File: src/hdl/lkst_pkg.sv
`timescale 1ns / 1ps
// ----------------------------------------------------------------------------
// lkst_pkg: shared types and constants for the LRU key-to-slot table
// Default sizes, fixed port widths and the controller/datapath interface.
// ----------------------------------------------------------------------------
package lkst_pkg;

    localparam int DEF_SLOTS      = 16;
    localparam int DEF_KEY_BITS   = 32;
    localparam int DEF_STAMP_BITS = 32;

    // Fixed port widths
    localparam int IN_KEY_BITS   = 32;
    localparam int IDX_OUT_BITS  = 4;
    localparam int RKEY_OUT_BITS = 32;

    // Controller -> datapath commands
    typedef struct packed {
        logic load;    // capture request, clear trackers, reset scan address
        logic rd;      // read slot at scan address, advance address
        logic commit;  // update table, load result word
    } t_ctl_cmd;

    // Datapath -> controller status
    typedef struct packed {
        logic last_addr;  // scan address is at the final slot
        logic out_free;   // result register can take a word this cycle
    } t_ctl_sts;

endpackage

File: src/hdl/lkst_ctrl.sv
`timescale 1ns / 1ps
// ----------------------------------------------------------------------------
// lkst_ctrl: sequencer for the LRU key-to-slot table
// Accept, scan all slots, drain the read pipeline, then commit the result.
// ----------------------------------------------------------------------------
module lkst_ctrl
    import lkst_pkg::*;
(
    input  logic     i_clk,
    input  logic     i_rst_n,
    input  logic     i_valid,
    output logic     o_ready,
    input  t_ctl_sts i_sts,
    output t_ctl_cmd o_cmd
);

    typedef enum logic [1:0] {
        S_IDLE,
        S_SCAN,
        S_DRAIN,
        S_COMMIT
    } t_state;

    t_state r_state;
    logic   r_ready;

    always_ff @(posedge i_clk) begin
        if (!i_rst_n) begin
            r_state <= S_IDLE;
            r_ready <= 1'b1;
        end else begin
            unique case (r_state)
                S_IDLE: begin
                    if (i_valid && r_ready) begin
                        r_state <= S_SCAN;
                        r_ready <= 1'b0;
                    end
                end
                S_SCAN: begin
                    if (i_sts.last_addr) begin
                        r_state <= S_DRAIN;
                    end
                end
                S_DRAIN: begin
                    r_state <= S_COMMIT;
                end
                S_COMMIT: begin
                    if (i_sts.out_free) begin
                        r_state <= S_IDLE;
                        r_ready <= 1'b1;
                    end
                end
                default: begin
                    r_state <= S_IDLE;
                    r_ready <= 1'b1;
                end
            endcase
        end
    end

    assign o_ready = r_ready;

    always_comb begin
        o_cmd        = '0;
        o_cmd.load   = (r_state == S_IDLE) && i_valid && r_ready;
        o_cmd.rd     = (r_state == S_SCAN);
        o_cmd.commit = (r_state == S_COMMIT) && i_sts.out_free;
    end

endmodule

File: src/hdl/lkst_datapath.sv
`timescale 1ns / 1ps
// ----------------------------------------------------------------------------
// lkst_datapath: slot storage, scan trackers and result register
// Key and stamp memories are read one slot per cycle; one write at commit.
// ----------------------------------------------------------------------------
module lkst_datapath
    import lkst_pkg::*;
#(
    parameter int SLOTS      = DEF_SLOTS,
    parameter int KEY_BITS   = DEF_KEY_BITS,
    parameter int STAMP_BITS = DEF_STAMP_BITS
) (
    input  logic                     i_clk,
    input  logic                     i_rst_n,
    input  logic [IN_KEY_BITS-1:0]   i_key,
    input  logic                     i_create,
    input  t_ctl_cmd                 i_cmd,
    output t_ctl_sts                 o_sts,
    output logic                     o_valid,
    input  logic                     i_ready,
    output logic                     o_hit,
    output logic                     o_slot_valid,
    output logic [IDX_OUT_BITS-1:0]  o_slot_index,
    output logic                     o_replaced,
    output logic [RKEY_OUT_BITS-1:0] o_replaced_key
);

    localparam int IW = $clog2(SLOTS);
    localparam logic [STAMP_BITS-1:0] STAMP_MAX = {STAMP_BITS{1'b1}};

    // slot storage
    logic [KEY_BITS-1:0]   r_key_mem   [SLOTS];
    logic [STAMP_BITS-1:0] r_stamp_mem [SLOTS];
    logic [SLOTS-1:0]      r_live;
    logic [STAMP_BITS-1:0] r_count;

    // request
    logic [KEY_BITS-1:0]   r_key;
    logic                  r_create;
    logic [KEY_BITS-1:0]   w_key_in;

    // scan pipeline
    logic [IW-1:0]         r_addr;
    logic [IW-1:0]         r_cmp_idx;
    logic                  r_cmp_en;
    logic [KEY_BITS-1:0]   r_rd_key;
    logic [STAMP_BITS-1:0] r_rd_stamp;

    // trackers
    logic                  r_hit;
    logic [IW-1:0]         r_hit_idx;
    logic                  r_have_free;
    logic [IW-1:0]         r_free_idx;
    logic [IW-1:0]         r_min_idx;
    logic [STAMP_BITS-1:0] r_min_stamp;
    logic [KEY_BITS-1:0]   r_min_key;

    // result register
    logic                     r_out_valid;
    logic                     r_out_hit;
    logic                     r_out_slot_valid;
    logic [IDX_OUT_BITS-1:0]  r_out_idx;
    logic                     r_out_repl;
    logic [RKEY_OUT_BITS-1:0] r_out_rkey;

    // commit decode
    logic                     w_key_nz;
    logic                     w_alloc;
    logic                     w_repl;
    logic [IW-1:0]            w_pick;
    logic [IW-1:0]            w_sel_idx;
    logic [IDX_OUT_BITS-1:0]  w_sel_idx_out;
    logic [RKEY_OUT_BITS-1:0] w_min_key_out;
    logic [STAMP_BITS-1:0]    w_next_stamp;

    generate
        if (KEY_BITS <= IN_KEY_BITS) begin : g_key_trunc
            assign w_key_in = i_key[KEY_BITS-1:0];
        end else begin : g_key_ext
            assign w_key_in = {{(KEY_BITS-IN_KEY_BITS){1'b0}}, i_key};
        end
        if (KEY_BITS >= RKEY_OUT_BITS) begin : g_rkey_trunc
            assign w_min_key_out = r_min_key[RKEY_OUT_BITS-1:0];
        end else begin : g_rkey_ext
            assign w_min_key_out = {{(RKEY_OUT_BITS-KEY_BITS){1'b0}}, r_min_key};
        end
        if (IW >= IDX_OUT_BITS) begin : g_idx_trunc
            assign w_sel_idx_out = w_sel_idx[IDX_OUT_BITS-1:0];
        end else begin : g_idx_ext
            assign w_sel_idx_out = {{(IDX_OUT_BITS-IW){1'b0}}, w_sel_idx};
        end
    endgenerate

    assign w_key_nz     = (r_key != '0);
    assign w_alloc      = !r_hit && r_create && w_key_nz;
    assign w_repl       = w_alloc && !r_have_free;
    assign w_pick       = r_have_free ? r_free_idx : r_min_idx;
    assign w_sel_idx    = r_hit ? r_hit_idx : w_pick;
    assign w_next_stamp = (r_count != STAMP_MAX) ? r_count + 1'b1 : r_count;

    assign o_sts.last_addr = (r_addr == IW'(SLOTS - 1));
    assign o_sts.out_free  = !r_out_valid || i_ready;

    // memory read and write ports
    always_ff @(posedge i_clk) begin
        if (i_cmd.rd) begin
            r_rd_key   <= r_key_mem[r_addr];
            r_rd_stamp <= r_stamp_mem[r_addr];
        end
        if (i_cmd.commit && w_alloc) begin
            r_key_mem[w_pick] <= r_key;
        end
        if (i_cmd.commit && (r_hit || w_alloc)) begin
            r_stamp_mem[w_sel_idx] <= w_next_stamp;
        end
    end

    // control state
    always_ff @(posedge i_clk) begin
        if (!i_rst_n) begin
            r_live      <= '0;
            r_count     <= '0;
            r_cmp_en    <= 1'b0;
            r_out_valid <= 1'b0;
        end else begin
            r_cmp_en <= i_cmd.rd;
            if (i_cmd.commit) begin
                if (w_alloc) begin
                    r_live[w_pick] <= 1'b1;
                end
                if (r_hit || w_alloc) begin
                    r_count <= w_next_stamp;
                end
            end
            if (i_cmd.commit) begin
                r_out_valid <= 1'b1;
            end else if (i_ready) begin
                r_out_valid <= 1'b0;
            end
        end
    end

    // request capture, scan address and trackers
    always_ff @(posedge i_clk) begin
        if (i_cmd.load) begin
            r_key       <= w_key_in;
            r_create    <= i_create;
            r_addr      <= '0;
            r_hit       <= 1'b0;
            r_have_free <= 1'b0;
        end else begin
            if (i_cmd.rd) begin
                r_cmp_idx <= r_addr;
                if (!o_sts.last_addr) begin
                    r_addr <= r_addr + 1'b1;
                end
            end
            if (r_cmp_en) begin
                if (!r_hit && r_live[r_cmp_idx] && (r_rd_key == r_key) && w_key_nz) begin
                    r_hit     <= 1'b1;
                    r_hit_idx <= r_cmp_idx;
                end
                if (!r_have_free && !r_live[r_cmp_idx]) begin
                    r_have_free <= 1'b1;
                    r_free_idx  <= r_cmp_idx;
                end
                // strict less-than keeps the lowest index on a tie
                if ((r_cmp_idx == '0) || (r_rd_stamp < r_min_stamp)) begin
                    r_min_idx   <= r_cmp_idx;
                    r_min_stamp <= r_rd_stamp;
                    r_min_key   <= r_rd_key;
                end
            end
        end
    end

    // result word
    always_ff @(posedge i_clk) begin
        if (i_cmd.commit) begin
            r_out_hit        <= r_hit;
            r_out_slot_valid <= r_hit || w_alloc;
            r_out_idx        <= (r_hit || w_alloc) ? w_sel_idx_out : '0;
            r_out_repl       <= w_repl;
            r_out_rkey       <= w_repl ? w_min_key_out : '0;
        end
    end

    assign o_valid        = r_out_valid;
    assign o_hit          = r_out_hit;
    assign o_slot_valid   = r_out_slot_valid;
    assign o_slot_index   = r_out_idx;
    assign o_replaced     = r_out_repl;
    assign o_replaced_key = r_out_rkey;

endmodule

File: src/hdl/lru_key_slot_table.sv
`timescale 1ns / 1ps
// ----------------------------------------------------------------------------
// lru_key_slot_table: fully associative key-to-slot table, LRU replacement
// Looks up a key, optionally allocates a slot, reports the slot and victim.
// ----------------------------------------------------------------------------
// Usage:
//   Request channel (i_valid / o_ready) carries one word: i_key, i_create.
//   Result channel (o_valid / i_ready) returns exactly one word per request:
//   o_hit, o_slot_valid, o_slot_index, o_replaced, o_replaced_key.
//   A zero key never matches and is never stored; its result is all zero.
// Timing:
//   After a request is taken the controller scans every slot, one per cycle,
//   through the key and stamp memories (one read port each, registered data).
//   The scan finds the hit, the first free slot and the oldest stamp in one
//   pass. The result word is registered at commit, after the scan and drain;
//   one request is scanned at a time, and the next is taken after a commit.
// Reset:
//   Synchronous, active low. All slots become free and the use counter is
//   cleared; no clearing pass is needed, memory contents of free slots are
//   never used.
// Stall:
//   The result sits in an output register until taken. The next request is
//   accepted meanwhile and scanned; its commit waits for the register.
// ----------------------------------------------------------------------------
module lru_key_slot_table
    import lkst_pkg::*;
#(
    parameter int SLOTS      = DEF_SLOTS,
    parameter int KEY_BITS   = DEF_KEY_BITS,
    parameter int STAMP_BITS = DEF_STAMP_BITS
) (
    input  logic                     i_clk,
    input  logic                     i_rst_n,
    // request channel
    input  logic                     i_valid,
    output logic                     o_ready,
    input  logic [IN_KEY_BITS-1:0]   i_key,
    input  logic                     i_create,
    // result channel
    output logic                     o_valid,
    input  logic                     i_ready,
    output logic                     o_hit,
    output logic                     o_slot_valid,
    output logic [IDX_OUT_BITS-1:0]  o_slot_index,
    output logic                     o_replaced,
    output logic [RKEY_OUT_BITS-1:0] o_replaced_key
);

    t_ctl_cmd w_cmd;
    t_ctl_sts w_sts;

    // sequencer: idle -> scan -> drain -> commit
    lkst_ctrl u_ctrl (
        .i_clk   (i_clk),
        .i_rst_n (i_rst_n),
        .i_valid (i_valid),
        .o_ready (o_ready),
        .i_sts   (w_sts),
        .o_cmd   (w_cmd)
    );

    // storage, trackers and the result register
    lkst_datapath #(
        .SLOTS      (SLOTS),
        .KEY_BITS   (KEY_BITS),
        .STAMP_BITS (STAMP_BITS)
    ) u_datapath (
        .i_clk          (i_clk),
        .i_rst_n        (i_rst_n),
        .i_key          (i_key),
        .i_create       (i_create),
        .i_cmd          (w_cmd),
        .o_sts          (w_sts),
        .o_valid        (o_valid),
        .i_ready        (i_ready),
        .o_hit          (o_hit),
        .o_slot_valid   (o_slot_valid),
        .o_slot_index   (o_slot_index),
        .o_replaced     (o_replaced),
        .o_replaced_key (o_replaced_key)
    );

    // a commit never overwrites a result word still waiting
    a_commit_free: assert property (@(posedge i_clk) disable iff (!i_rst_n)
        w_cmd.commit |-> w_sts.out_free)
        else $error("commit while result register occupied");

    // block goes busy right after taking a request
    a_busy_after_accept: assert property (@(posedge i_clk) disable iff (!i_rst_n)
        (i_valid && o_ready) |=> !o_ready)
        else $error("ready still high after accept");

    // a new result word only comes from a commit
    a_valid_from_commit: assert property (@(posedge i_clk) disable iff (!i_rst_n)
        $rose(o_valid) |-> $past(w_cmd.commit))
        else $error("result valid without commit");

    // load and scan read never overlap
    a_load_not_rd: assert property (@(posedge i_clk) disable iff (!i_rst_n)
        w_cmd.load |-> !w_cmd.rd)
        else $error("load during scan");

endmodule

File: config.mk
export PLATFORM = sky130hd
export DESIGN_NAME = lru_key_slot_table
export DESIGN_NICKNAME = d
export VERILOG_FILES = /design/src/hdl/lkst_pkg.sv /design/src/hdl/lkst_ctrl.sv /design/src/hdl/lkst_datapath.sv /design/src/hdl/lru_key_slot_table.sv
export SDC_FILE = /design/constraint.sdc
export NUM_CORES = 1
export LEC_CHECK = 0
export ABC_AREA = 1
export BUFFER_PORTS_ARGS = -buffer_cell sky130_fd_sc_hd__clkbuf_2
export CAP_MARGIN = 5
export CORE_MARGIN = 2
export CORE_UTILIZATION = 51
export DETAILED_ROUTE_END_ITERATION = 10
export PLACE_DENSITY = 0.67
export SYNTH_ARGS = -nofsm -noshare
export SYNTH_HDL_FRONTEND = slang
export SYNTH_SLANG_ARGS = --single-unit
export TNS_END_PERCENT = 50
File: constraint.sdc
create_clock -name i_clk -period 5.7 [get_ports i_clk]
set_clock_uncertainty 0.1 [all_clocks]
set_input_delay 0.57 -clock i_clk [delete_from_list [all_inputs] [get_ports i_clk]]
set_output_delay 0.57 -clock i_clk [all_outputs]
set_load 0.02 [all_outputs]
Yosys cells after proc, flatten, opt, wreduce, memory -nomap -nowiden
Memories as Yosys holds them, arrays and structs flattened. A register that Yosys moved wholly into a read port is not among the register bits.
Index checks and enable logic that the tools add are counted.
{"block": "word_totals", "ram_bits": 1024, "n_memories": 2, "in_bits": 37, "output_inout_bits": 41, "word_cells": 99, "register_bits": 211}
{"memory": "u_datapath.r_key_mem", "words": 16, "width": 32, "read_ports": 1, "rd_clocked_by_memory_dff": 1, "wr": 1, "line_no": "lkst_datapath.sv:32", "source": "logic [KEY_BITS-1:0] r_key_mem [SLOTS];"}
{"memory": "u_datapath.r_stamp_mem", "words": 16, "width": 32, "read_ports": 1, "rd_clocked_by_memory_dff": 1, "wr": 1, "line_no": "lkst_datapath.sv:33", "source": "logic [STAMP_BITS-1:0] r_stamp_mem [SLOTS];"}
{"block": "op_classes", "bitwise_logic": 3, "n_lt_le_gt_ge": 4, "mux": 20, "addsub": 2, "eq_ne": 9, "n_reduce_logical": 37}
{"cell": "adder 32 x 1 -> 32 bit (second input constant)", "count": 1}
{"cell": "== test 32 bit", "count": 1}
{"cell": "less-than comparator 32 bit", "count": 1}
{"cell": "two-way mux 32 bit", "count": 1}
{"cell": "inequality test 32 bit (second input constant)", "count": 1}
{"cell": "nonzero test 32 bit", "count": 1}
{"cell": "OR 16 bit", "count": 1}
{"cell": "AND reduction 3 bit", "count": 5}
{"cell": "logical AND 1 bit", "count": 14}
{"cell": "AND reduction 2 bit", "count": 6}
{"cell": "less-than comparator 4 x 5 -> 1 bit (second input constant)", "count": 2}
{"cell": "two-way mux 1 bit", "count": 10}
{"cell": "two-way mux 4 bit", "count": 2}
{"cell": "case mux 2 bit (4 select lines)", "count": 1}
{"cell": "two-way mux 2 bit", "count": 3}
{"cell": "adder 4 x 1 -> 4 bit (second input constant)", "count": 1}
{"cell": "binary-select mux 1 bit (select 4 bit)", "count": 1}
{"cell": "demux 1 bit (select 4 bit)", "count": 1}
{"cell": "== test 2 bit (second input constant)", "count": 2}
{"cell": "== test 4 bit (second input constant)", "count": 1}
{"cell": ">= comparator 4 x 1 -> 1 bit (second input constant)", "count": 1}
{"cell": "zero test 1 bit", "count": 4}
{"cell": "zero test 4 bit", "count": 1}
{"cell": "inequality test 2 x 1 -> 1 bit (second input constant)", "count": 2}
{"cell": "other kinds (7)", "count": 11}

Depth between registers and ports, before layout
Gate-level depths: netlist (run 1).
{"block": "logic_depth", "ltp_word": 7, "ltp_mapped": 13, "mapped_depth_nobuf": 13}

Cells and area by module
From an unflattened synthesis (run 1), not the netlist that was laid out.
{"block": "unflattened", "cells_unflattened": 4072, "hier_area_um2": 51743.4}
{"module": "lkst_datapath", "cells_per_inst": 4034, "n_inst": 1, "area_each_um2": 51479.4, "seq_area_each_um2": 38356.8}
{"module": "lkst_ctrl", "cells_per_inst": 38, "n_inst": 1, "area_each_um2": 264.0, "seq_area_each_um2": 60.1}

Least setup slack after synthesis (run 1)
OpenSTA, ideal clock, no wires.
{"block": "synth_timing", "kind": "register -> register", "start": "register u_datapath.r_rd_stamp[21], read port of u_datapath.r_stamp_mem", "end": "register u_datapath.r_min_idx[0], enable pin", "t_arrival_ns": 4.433, "n_path_buf": 0, "path_stages_with_launch": 9, "setup_slack_ns": 0.650, "t_required_ns": 5.083, "synth_period_minus_slack_ns": 5.050, "path_cell_list": "edfxtp_1 ha_1 a21oi_1 nor2_1 nor3_1 a21oi_1 nor2_1 nand2_1 a21oi_1"}
{"block": "synth_via", "elab_chain_len": 3}
{"element": "start, declared", "line_no": "lkst_datapath.sv:47", "source": "logic [STAMP_BITS-1:0] r_rd_stamp;"}
{"element": "less-than comparator 32 bit", "line_no": "lkst_datapath.sv:168", "source": "if ((r_cmp_idx == '0) || (r_rd_stamp < r_min_stamp)) begin"}
{"element": "logical OR 1 bit", "line_no": "lkst_datapath.sv:168"}
{"element": "AND reduction 3 bit (no line)"}
{"element": "end signal, assigned", "line_no": "lkst_datapath.sv:169", "source": "r_min_idx <= r_cmp_idx;"}
{"element": "end, declared", "line_no": "lkst_datapath.sv:54", "source": "logic [IW-1:0] r_min_idx;"}
No other way between the ends.
A chain may end at the register's enable or synchronous reset.

Worst setup path in the final report (run 1)
{"block": "layout_timing", "start": "register u_datapath.r_key[9]", "end": "memory u_datapath.r_stamp_mem[6][22] (netlist name), enable pin"}
{"block": "layout_via", "elab_chain_len": 6}
{"element": "start, declared", "line_no": "lkst_datapath.sv:38", "source": "logic [KEY_BITS-1:0] r_key;"}
{"element": "start signal, assigned", "line_no": "lkst_datapath.sv:146", "source": "r_key <= w_key_in;"}
{"element": "nonzero test 32 bit", "line_no": "lkst_datapath.sv:94", "source": "assign w_key_nz = (r_key != '0);"}
{"element": "logical AND 1 bit", "line_no": "lkst_datapath.sv:95", "source": "assign w_alloc = !r_hit && r_create && w_key_nz;"}
{"element": "logical OR 1 bit", "line_no": "lkst_datapath.sv:113", "source": "if (i_cmd.commit && (r_hit || w_alloc)) begin"}
{"element": "logical AND 1 bit", "line_no": "lkst_datapath.sv:113"}
{"element": "two-way mux 1 bit", "line_no": "lkst_datapath.sv:113"}
{"element": "two-way mux 1 bit (not written as such)", "line_no": "lkst_datapath.sv:114", "source": "r_stamp_mem[w_sel_idx] <= w_next_stamp;"}
{"element": "end, declared", "line_no": "lkst_datapath.sv:33"}
No other way between the ends.

==> results of run 1 <==
[cells by family (layout without fill, tap and decap cells)]
family	Yosys count	count (layout)	share of synthesized area
buffers and inverters	417	593	0.0318
adders and majority gates	38	38	0.00927
and+or+nand+nor	1316	1316	0.106
xor gates and xnor gates	16	16	0.00288
AOI/OAI and AO/OA	903	903	0.102
DFF	1299	1299	0.749
[cell type report]
| type | count | area, um^2 |
|---|---|---|
| fillers | 7914 | 42300 |
| multi-input cells | 2273 | 11400 |
| clock buffers | 166 | 3570 |
| repair buffers | 172 | 1230 |
| flip-flops and latches | 1299 | 38400 |
| well taps | 1298 | 1620 |
| clock inverters | 66 | 553 |
| inverters | 189 | 724 |
[sequential cells by signal, indices dropped and copies added (netlist names), 32 cells and up]
register                   cells
u_datapath.r_key_mem         512
u_datapath.r_stamp_mem       512
u_datapath.o_replaced_key     32
u_datapath.r_count            32
u_datapath.r_key              32
u_datapath.r_min_key          32
u_datapath.r_min_stamp        32
u_datapath.r_rd_key           32
u_datapath.r_rd_stamp         32
[through the flow]
stage          total power [uW]  cells  setup WS, ns
2_1_floorplan             16100   3989         0.650
3_3_place_gp              18200   5199          1.43
3_5_place_dp              18300   5199          1.31
4_1_cts                   26500   5463          1.29
5_1_grt                   27700   5463         0.981
6_report                  26500   5463          1.26
[what timing repair did]
action                                 4_1_cts  5_1_grt
setup endpoints to repair                    0        0
endpoints found under the hold margin       32        0
gates resized for setup                      0        0
hold buffers                                32        0
[critical path: cells and delay by family (launching register included)]
kind / cells / cell delay, ns
and+or+nand+nor: 7 / 2.42
buffers and inverters: 3 / 0.86
DFF: 1 / 0.71
[layout by cell type (no fill, tap or decap), types with 9 or more instances in the layout]
cell and count:
nor3_1 13, nand3_2 13, a21oi_1 60, xor2_1 9
o221ai_1 101, buf_4 59, ha_1 37, clkbuf_1 26
edfxtp_1 1240, inv_6 9, nand4_1 13, o211ai_1 30
clkinv_2 25, or2_2 14, inv_1 165, dfxtp_1 56
dlygate4sd3_1 32, clkbuf_16 137, nand3_1 180, nor2_1 674
nor3_2 15, inv_2 18, o21ai_0 536, o22ai_1 162
clkbuf_2 77, nand2_1 370, clkinv_1 24
[worst min path at each step]
| stage | startpoint | to | slack (ns) | cells past startpoint |
|---|---|---|---|---|
| final | i_key[0] | u_datapath.r_key[0]$_DFFE_PP_ | 0.04 | 1 |
| after global routing | i_key[0] | u_datapath.r_key[0]$_DFFE_PP_ | 0.01 | 1 |
| after CTS | i_key[0] | u_datapath.r_key[0]$_DFFE_PP_ | 0.02 | 1 |
| after detailed placement | u_datapath.r_rd_stamp[0]$_DFFE_PP_ | u_datapath.r_min_stamp[0]$_DFFE_PP_ | 0.34 | 0 |
| after global placement | u_datapath.r_rd_stamp[0]$_DFFE_PP_ | u_datapath.r_min_stamp[0]$_DFFE_PP_ | 0.33 | 0 |
| after floorplan | u_datapath.r_addr[2]$_SDFFE_PP0P_ | u_datapath.r_cmp_idx[2]$_DFFE_PP_ | 0.30 | 0 |
[power by group through the flow]
stage               logic (uW)  clock network, uW  registers (uW)
floorplan                 4130                  0           11900
global route              6730               8780           12100
global placement          5910                  0           12200
finish                    6080               8310           12100
CTS                       6040               8400           12100
detailed placement        6000                  0           12300
[layer usage]
metal | up-vias | global-route usage | routed length (um)
met5 | - | 0 | 0
met4 | 0 | 0.0685 | 2770
met3 | 214 | 0.0447 | 12500
met2 | 1609 | 0.384 | 59000
met1 | 16100 | 0.370 | 55000
li1 | 14700 | - | -
==> results by group, run 1 <==
Status
  – Status: completed

Power
  – Lkg Pwr: 0.0194 uW
  – Switching Share: 0.324
  – Comb pwr share: 0.229
  – Int Pwr: 17900 uW
  – Sw power: 8580 uW
  – Worst VDD drop: 391 uV
  – Clock Power Share: 0.314
  – Total power per unit cell area: 460 nW/um^2
  – Part of the power in registers: 0.457

Timing
  – Total negative slack: 0 ns
  – RSZ-0062 raised after global routing: false
  – Least-Margin Pin Slew: 1.17 ns
  – Min Hold Slack: a little under 0.04 ns
  – Max Clock Freq: 225 MHz
  – Period minus WS final: 4.44 ns
  – Final Setup Violations: 0
  – Fin crit share: 0.779
  – Final Hold Fails: 0
  – Slew HR: 0.218
  – Fin. max-slew vios: 0

Finish
  – Util after Layout: 0.576
  – Share of layout cells above drive strength 1: 0.0989
  – # diodes: 0
  – Final #Nets: about 4100
  – Fin area: 57500 um^2
  – Area Overhead vs Synth: 12.1%

Clock network
  – Root Buffer: clkbuf_16
  – CTS clock-pin slew for the worst setup and hold paths: 0.06 ns
  – Post-CTS setup buffer count: 0
  – H-tree depth: 4
  – Sink Count: 1299
  – Clock buffer depth: 3
  – TritonCTS clock tree: built
  – Num CTS Buffers: 132
  – Clock Latency Late Sink: 0.74 ns

Synth
  – Syn Nets: 4064
  – Yosys reg bits: 1299
  – Mapped Cells: 3989
  – Post-synth EDFFs: 1240
  – Mapped Area: ~51000 um^2
  – Async S/R FF share, synth: 0
  – Unique cell type count in the Yosys netlist: 44
  – Post-Syn Area per Cell: 12.9 um^2
  – Top-count cell post-synth: edfxtp_1
  – Synth area leader: edfxtp_1
  – Sequential fraction of the synthesis area: 0.749
  – Synth area leaders: edfxtp_1 73%, o21ai_0 5.2%, nor2_1 5.0%
  – Top_reg_cell synth: edfxtp_1
  – Synth top cells by count: 1240 x edfxtp_1, 679 x nor2_1, 536 x o21ai_0, 371 x nand2_1, 185 x clkbuf_1
  – Total of warnings raised by yosys: 0
  – Yosys top cell area share: 0.726

Worst setup path
  – Critical path class: reg2reg
  – Worst EP arrival: 4.75 ns
  – Biggest cell delay along the critical path: 0.95 ns
  – CP required: 6.01 ns
  – CP endpoint kind: register
  – CP Max Fanout: 48
  – Setup crit end: u_datapath.r_stamp_mem[6][22]$_DFFE_PP_
  – RR Startpoint: u_datapath.r_key[9]$_DFFE_PP_
  – R2R cell count: 10
  – Crit-path slowest cell: nor3_2
  – Worst Setup SP: u_datapath.r_key[9]$_DFFE_PP_
  – R2r setup slk: 1.26 ns
  – RR Endpoint: u_datapath.r_stamp_mem[6][22]$_DFFE_PP_
  – Crit start category: register
  – Crit-path cells: inv_1 -> nand3_1 -> nor2_1 -> nand4_1 -> nand2_1 -> nand2_1 -> buf_4 -> nand2_2 -> nor3_2 -> buf_4

Min path
  – Hold WC Path Type: in2reg

Route
  – Antenna Violating Nets Remaining: 0
  – DRT Pass-1 Iters: 6
  – Initial DRC Count: 4205
  – Drt via density: 5.97
  – Vias: 32600
  – WL/cell: 23.7 um
  – # DRC: 0
  – Post-Route WL: 129 mm

Place
  – GPL Wtd Cong: 0.863
  – I/O Buffers: 77
  – Area after DPL: 53100 um^2
  – Post-DP HPWL: 71.2 mm

Die
  – Die Y: 321 um
  – Cell row count: 116
  – Initial Utilization: 0.514
  – Full die area: 103000 um^2
  – Die width: 321 um
  – Io pins: 78
  – Core Region: around 100000 um^2

Global routing
  – Antenna violations before repair: 1
  – Total gr overflow: 0
  – Gr usage total: 0.250
  – Vias in the first global route: 30800
  – First-pass GRT wire length: 193 mm
  – Largest net degree at the start of global routing: ~170

Job
  – Max cap viols: 0
(Power assumes the default switching activity.)
==> run 2, diff against run 1 <==
--- a/config.mk
+++ b/config.mk
@@ -5,13 +5,13 @@
 export SDC_FILE = /design/constraint.sdc
 export NUM_CORES = 1
 export LEC_CHECK = 0
-export ABC_AREA = 1
+export ABC_AREA = 0
 export BUFFER_PORTS_ARGS = -buffer_cell sky130_fd_sc_hd__clkbuf_2
 export CAP_MARGIN = 5
 export CORE_MARGIN = 2
 export CORE_UTILIZATION = 51
 export DETAILED_ROUTE_END_ITERATION = 10
-export PLACE_DENSITY = 0.67
+export PLACE_DENSITY = 0.69
 export SYNTH_ARGS = -nofsm -noshare
 export SYNTH_HDL_FRONTEND = slang
 export SYNTH_SLANG_ARGS = --single-unit
==> constraint.sdc (replaced) <==
create_clock -name i_clk -period 3.55 [get_ports i_clk]
set_clock_uncertainty 0.1 [all_clocks]
set_input_delay 0.355 -clock i_clk [delete_from_list [all_inputs] [get_ports i_clk]]
set_output_delay 0.355 -clock i_clk [all_outputs]
set_load 0.02 [all_outputs]
==> run 2 against run 1 <==
Against the previous run: routed wire length is 17% lower; via count decreased by 26%; critical path depth down 3; combinational power is 3.6% higher; non-clock buffer count grew 105; sequential share of layout area fell by 0.43 points; synthesized cell count is 42% lower; critical path type unchanged; critical endpoint is now u_datapath.r_stamp_mem[15][13]$_DFFE_PP_.
==> results by group, run 2 <==
Status
  – Status: completed (unchanged)

Clock network
  – Num CTS Buffers: 131 (was 132)
  – H-tree depth: 4 (unchanged)
  – Clock Latency Late Sink: 0.74 ns (about the same)
  – TritonCTS clock tree: built (unchanged)
  – Clock buffer depth: 3 (unchanged)
  – Root Buffer: clkbuf_16 (unchanged)
  – Sink Count: 1299 (unchanged)
  – Post-cts gate resize count: 0 (unchanged)
  – Post-CTS setup buffer count: 0 (unchanged)
  – CTS clock-pin slew for the worst setup and hold paths: 0.06 ns (about the same)
  – Hold Buf Count CTS: 35 (was 32)

Min path
  – Hold Path Origin: i_rst_n (was i_key[0])
  – Hold WC Path Type: in2reg (unchanged)
  – WHS Endpoint: u_ctrl.o_ready$_SDFFE_PN1P_ (was u_datapath.r_key[0]$_DFFE_PP_)
  – Worst Hold Depth: 3 (was 1)

Finish
  – Regs by FF count: u_datapath.r_key_mem: 512 flops, u_datapath.r_stamp_mem: 512 flops (unchanged)
  – Finished Layout Cells: 3986 (was 5463)
  – # diodes: 0 (unchanged)
  – Fill cells: 6715 (was 7914)
  – Commonest non-fill, non-tap cell in the layout: edfxtp_1 (unchanged)
  – Util after Layout: 0.599 (was 0.576)
  – Final #Nets: 2684 (was 4142)
  – Share of layout cells above drive strength 1: 0.293 (was 0.0989)
  – Leading cell types in the layout, fill and taps excluded: 1240 x edfxtp_1, 325 x mux4_2, 132 x clkbuf_16, 111 x buf_4, 77 x clkbuf_2 (was 1240 x edfxtp_1, 674 x nor2_1, 536 x o21ai_0, 370 x nand2_1, 180 x nand3_1)
  – Fin area: 57900 um^2 (was 57500 um^2)
  – Area Overhead vs Synth: 16.4% (was 12.1%)

Worst setup path
  – Biggest cell delay along the critical path: 0.88 ns (was 0.95 ns)
  – R2R cell count: 7 (was 10)
  – Top delay family on crit path: simple AND/OR/NAND/NOR gates (unchanged)
  – RR Endpoint: u_datapath.r_stamp_mem[15][13]$_DFFE_PP_ (was u_datapath.r_stamp_mem[6][22]$_DFFE_PP_)
  – Worst Setup SP: u_datapath.r_count[2]$_SDFFE_PN0P_ (was u_datapath.r_key[9]$_DFFE_PP_)
  – CP endpoint kind: register (unchanged)
  – Crit-path slowest cell: xor2_1 (was nor3_2)
  – Worst Path Buf+Inv: 2 (was 3)
  – Worst EP arrival: 3.59 ns (was 4.75 ns)
  – R2r setup slk: 0.24 ns (was 1.26 ns)
  – Crit-path cells: nand4_4 -> buf_4 -> nor4_1 -> nand2_1 -> buf_4 -> nor2_1 -> xor2_1 (was inv_1 -> nand3_1 -> nor2_1 -> nand4_1 -> nand2_1 -> nand2_1 -> buf_4 -> nand2_2 -> nor3_2 -> buf_4)
  – Crit path top cell by count: buf_4
  – CP required: 3.83 ns (was 6.01 ns)
  – RR Startpoint: u_datapath.r_count[2]$_SDFFE_PN0P_ (was u_datapath.r_key[9]$_DFFE_PP_)
  – CP Max Fanout: 16 (was 48)
  – Crit start category: register (unchanged)
  – Critical path class: reg2reg (unchanged)

Synth
  – Mux contribution to synthesized area: 0.150 (was 0)
  – XOR/XNOR Fraction of Synth Area: 0.0114 (was 0.00288)
  – Synth area leader: edfxtp_1 (unchanged)
  – Async S/R FF share, synth: 0 (unchanged)
  – Yosys reg bits: 1299 (unchanged)
  – Sequential fraction of the synthesis area: 0.772 (was 0.749)
  – Unique cell type count in the Yosys netlist: 54 (was 44)
  – Post-synthesis simple-gate area fraction: 0.0309 (was 0.106)
  – Post-Synth Adder-Cell Area: 0.00956 (was 0.00927)
  – Main combinational cell family by area after synthesis: multiplexers (was simple AND/OR/NAND/NOR gates)
  – Total of warnings raised by yosys: 0 (unchanged)
  – Top-count cell post-synth: edfxtp_1 (unchanged)
  – Synth area leaders: edfxtp_1 75%, mux4_2 15%, dfxtp_1 2.4% (was edfxtp_1 73%, o21ai_0 5.2%, nor2_1 5.0%)
  – Mapped Area: 49700 um^2 (was 51300 um^2)
  – Syn Nets: 2372 (was 4064)
  – Top_reg_cell synth: edfxtp_1 (unchanged)
  – Mapped Cells: 2297 (was 3989)
  – Synth top cells by count: 1240 x edfxtp_1, 325 x mux4_2, 66 x clkbuf_1, 64 x nand2_1, 59 x dfxtp_1 (was 1240 x edfxtp_1, 679 x nor2_1, 536 x o21ai_0, 371 x nand2_1, 185 x clkbuf_1)
  – Post-Syn Area per Cell: 21.7 um^2 (was 12.9 um^2)
  – Yosys top cell area share: 0.749 (was 0.726)
  – Compound-Gate Fraction of Synth Area: 0.0146 (was 0.102)
  – Post-synth EDFFs: 1240 (unchanged)

Global routing
  – Largest net degree at the start of global routing: 55 (was 169)
  – Total gr overflow: 0 (unchanged)
  – First-pass GRT wire length: 162 mm (was 193 mm)
  – Gr usage total: 0.221 (was 0.250)
  – Antenna violations before repair: 2 (was 1)
  – Vias in the first global route: 24900 (was 30800)

Timing
  – Max Clock Freq: 302 MHz (was 225 MHz)
  – RSZ-0062 raised after global routing: false (unchanged)
  – Fin. max-slew vios: 0 (unchanged)
  – Period minus WS final: 3.31 ns (was 4.44 ns)
  – Final Setup Violations: 0 (unchanged)
  – Setup ws final: 0.238 ns (was 1.26 ns)
  – Fin crit share: 0.933 (was 0.779)
  – Least-Margin Pin Slew: 1.17 ns (about the same)
  – Final Hold Fails: 0 (unchanged)
  – Slew HR: 0.219 (was 0.218)

Die
  – Initial Utilization: 0.514 (about the same)
  – Io pins: 78 (unchanged)
  – Full die area: 100000 um^2 (was 103000 um^2)
  – Core Region: 96700 um^2 (was 99900 um^2)
  – Cell row count: 114 (was 116)
  – Die width: 316 um (was 321 um)
  – Die Y: 316 um (was 321 um)

Place
  – Post-DP HPWL: 64.8 mm (was 71.2 mm)
  – Area after DPL: 53500 um^2 (was 53100 um^2)
  – I/O Buffers: 77 (unchanged)
  – Placed Cells: 3713 (was 5199)
  – Dpl ws: 0.310 ns (was 1.31 ns)
  – GPL Wtd Cong: 0.830 (was 0.863)

Route
  – Antenna Violating Nets Remaining: 0 (unchanged)
  – # DRC: 0 (unchanged)
  – WL/cell: 26.9 um (was 23.7 um)
  – Initial DRC Count: 2579 (was 4205)
  – Post-Route WL: 107 mm (was 129 mm)
  – Drt via density: 6.02 (was 5.97)
  – Vias: 24000 (was 32600)
  – DRT Pass-1 Iters: 7 (was 6)

Power
  – Lkg Pwr: 0.0194 uW (about the same)
  – Total power per unit cell area: 657 nW/um^2 (was 460 nW/um^2)
  – Worst VDD drop: 476 uV (was 391 uV)
  – Total power: 38000 uW (was 26500 uW)

Job
  – Max cap viols: 0 (unchanged)
==> run 2: cell types whose count changed after synthesis, sizes merged, moves of 33 or more <==
cell | previous run | this run
o22ai | 162 | 0
clkbuf | 185 | 66
nor2 | 684 | 57
nand3 | 194 | 21
nand2 | 374 | 64
inv | 187 | 48
o221ai | 101 | 0
o21ai | 539 | 30
mux4 | 0 | 325
and2 | 1 | 34
==> run 2: how the worst max path moves through the flow <==
stage	slack (ns)	depth (start not counted)	endpoint
after floorplan	-0.77	7	u_datapath.r_stamp_mem[14][0]$_DFFE_PP_
after global placement	0.39	8	u_datapath.r_min_key[18]$_DFFE_PP_
after detailed placement	0.31	7	u_datapath.r_stamp_mem[1][13]$_DFFE_PP_
after CTS	0.29	5	u_datapath.r_stamp_mem[4][25]$_DFFE_PP_
after global routing	0.04	7	u_datapath.r_stamp_mem[15][13]$_DFFE_PP_
final	0.24	7	u_datapath.r_stamp_mem[15][13]$_DFFE_PP_
==> run 2: area by class of cell <==
cell class | count | area [um^2] | area share
clock inverters | 68 | 582 | 0.0100
multi-input cells | 852 | 11000 | 0.191
flip-flops and latches | 1299 | 38400 | 0.664
repair buffers | 277 | 2650 | 0.0458
well taps | 1276 | 1600 | 0.0276
clock buffers | 166 | 3430 | 0.0592
inverters | 48 | 184 | 0.00318
==> run 2: worst register-to-register path, stage by stage, from the launching register on <==
cell and delay [ns]:
dfxtp_1 0.50, nand4_4 0.12, buf_4 0.19, nor4_1 0.65
nand2_1 0.21, buf_4 0.20, nor2_1 0.11, xor2_1 0.88
==> run 2: stage by stage <==
step                TNS, ns  hold slack, ns
floorplan           -391.22           0.317
global placement          0           0.334
detailed placement        0           0.343
CTS                       0          0.0684
global route              0           0.122
finish                    0           0.109
==> run 2: where the power goes <==
group | switching, uW | internal, uW | total (uW)
clock network | 5690 | 7200 | 12900
logic | 3380 | 2910 | 6300
registers | 688 | 18200 | 18800
==> run 2: cells by family (layout without fill, tap and decap cells) <==
group           Yosys count  after routing
compound gates          118            118
mux                     338            338
fa+ha+maj                38             38
simple gates            293            293
xor+xnor                 65             65
flops                  1299           1299
buf+inv                 146            559
==> run 2: layer usage <==
metal / GRT usage / up-vias / routed length (um)
met2: 0.367 / 987 / 54300
met5: 0 / - / 0
met3: 0.0362 / 154 / 7300
met1: 0.310 / 12700 / 43600
li1: - / 10200 / -
met4: 0.0590 / 0 / 2070
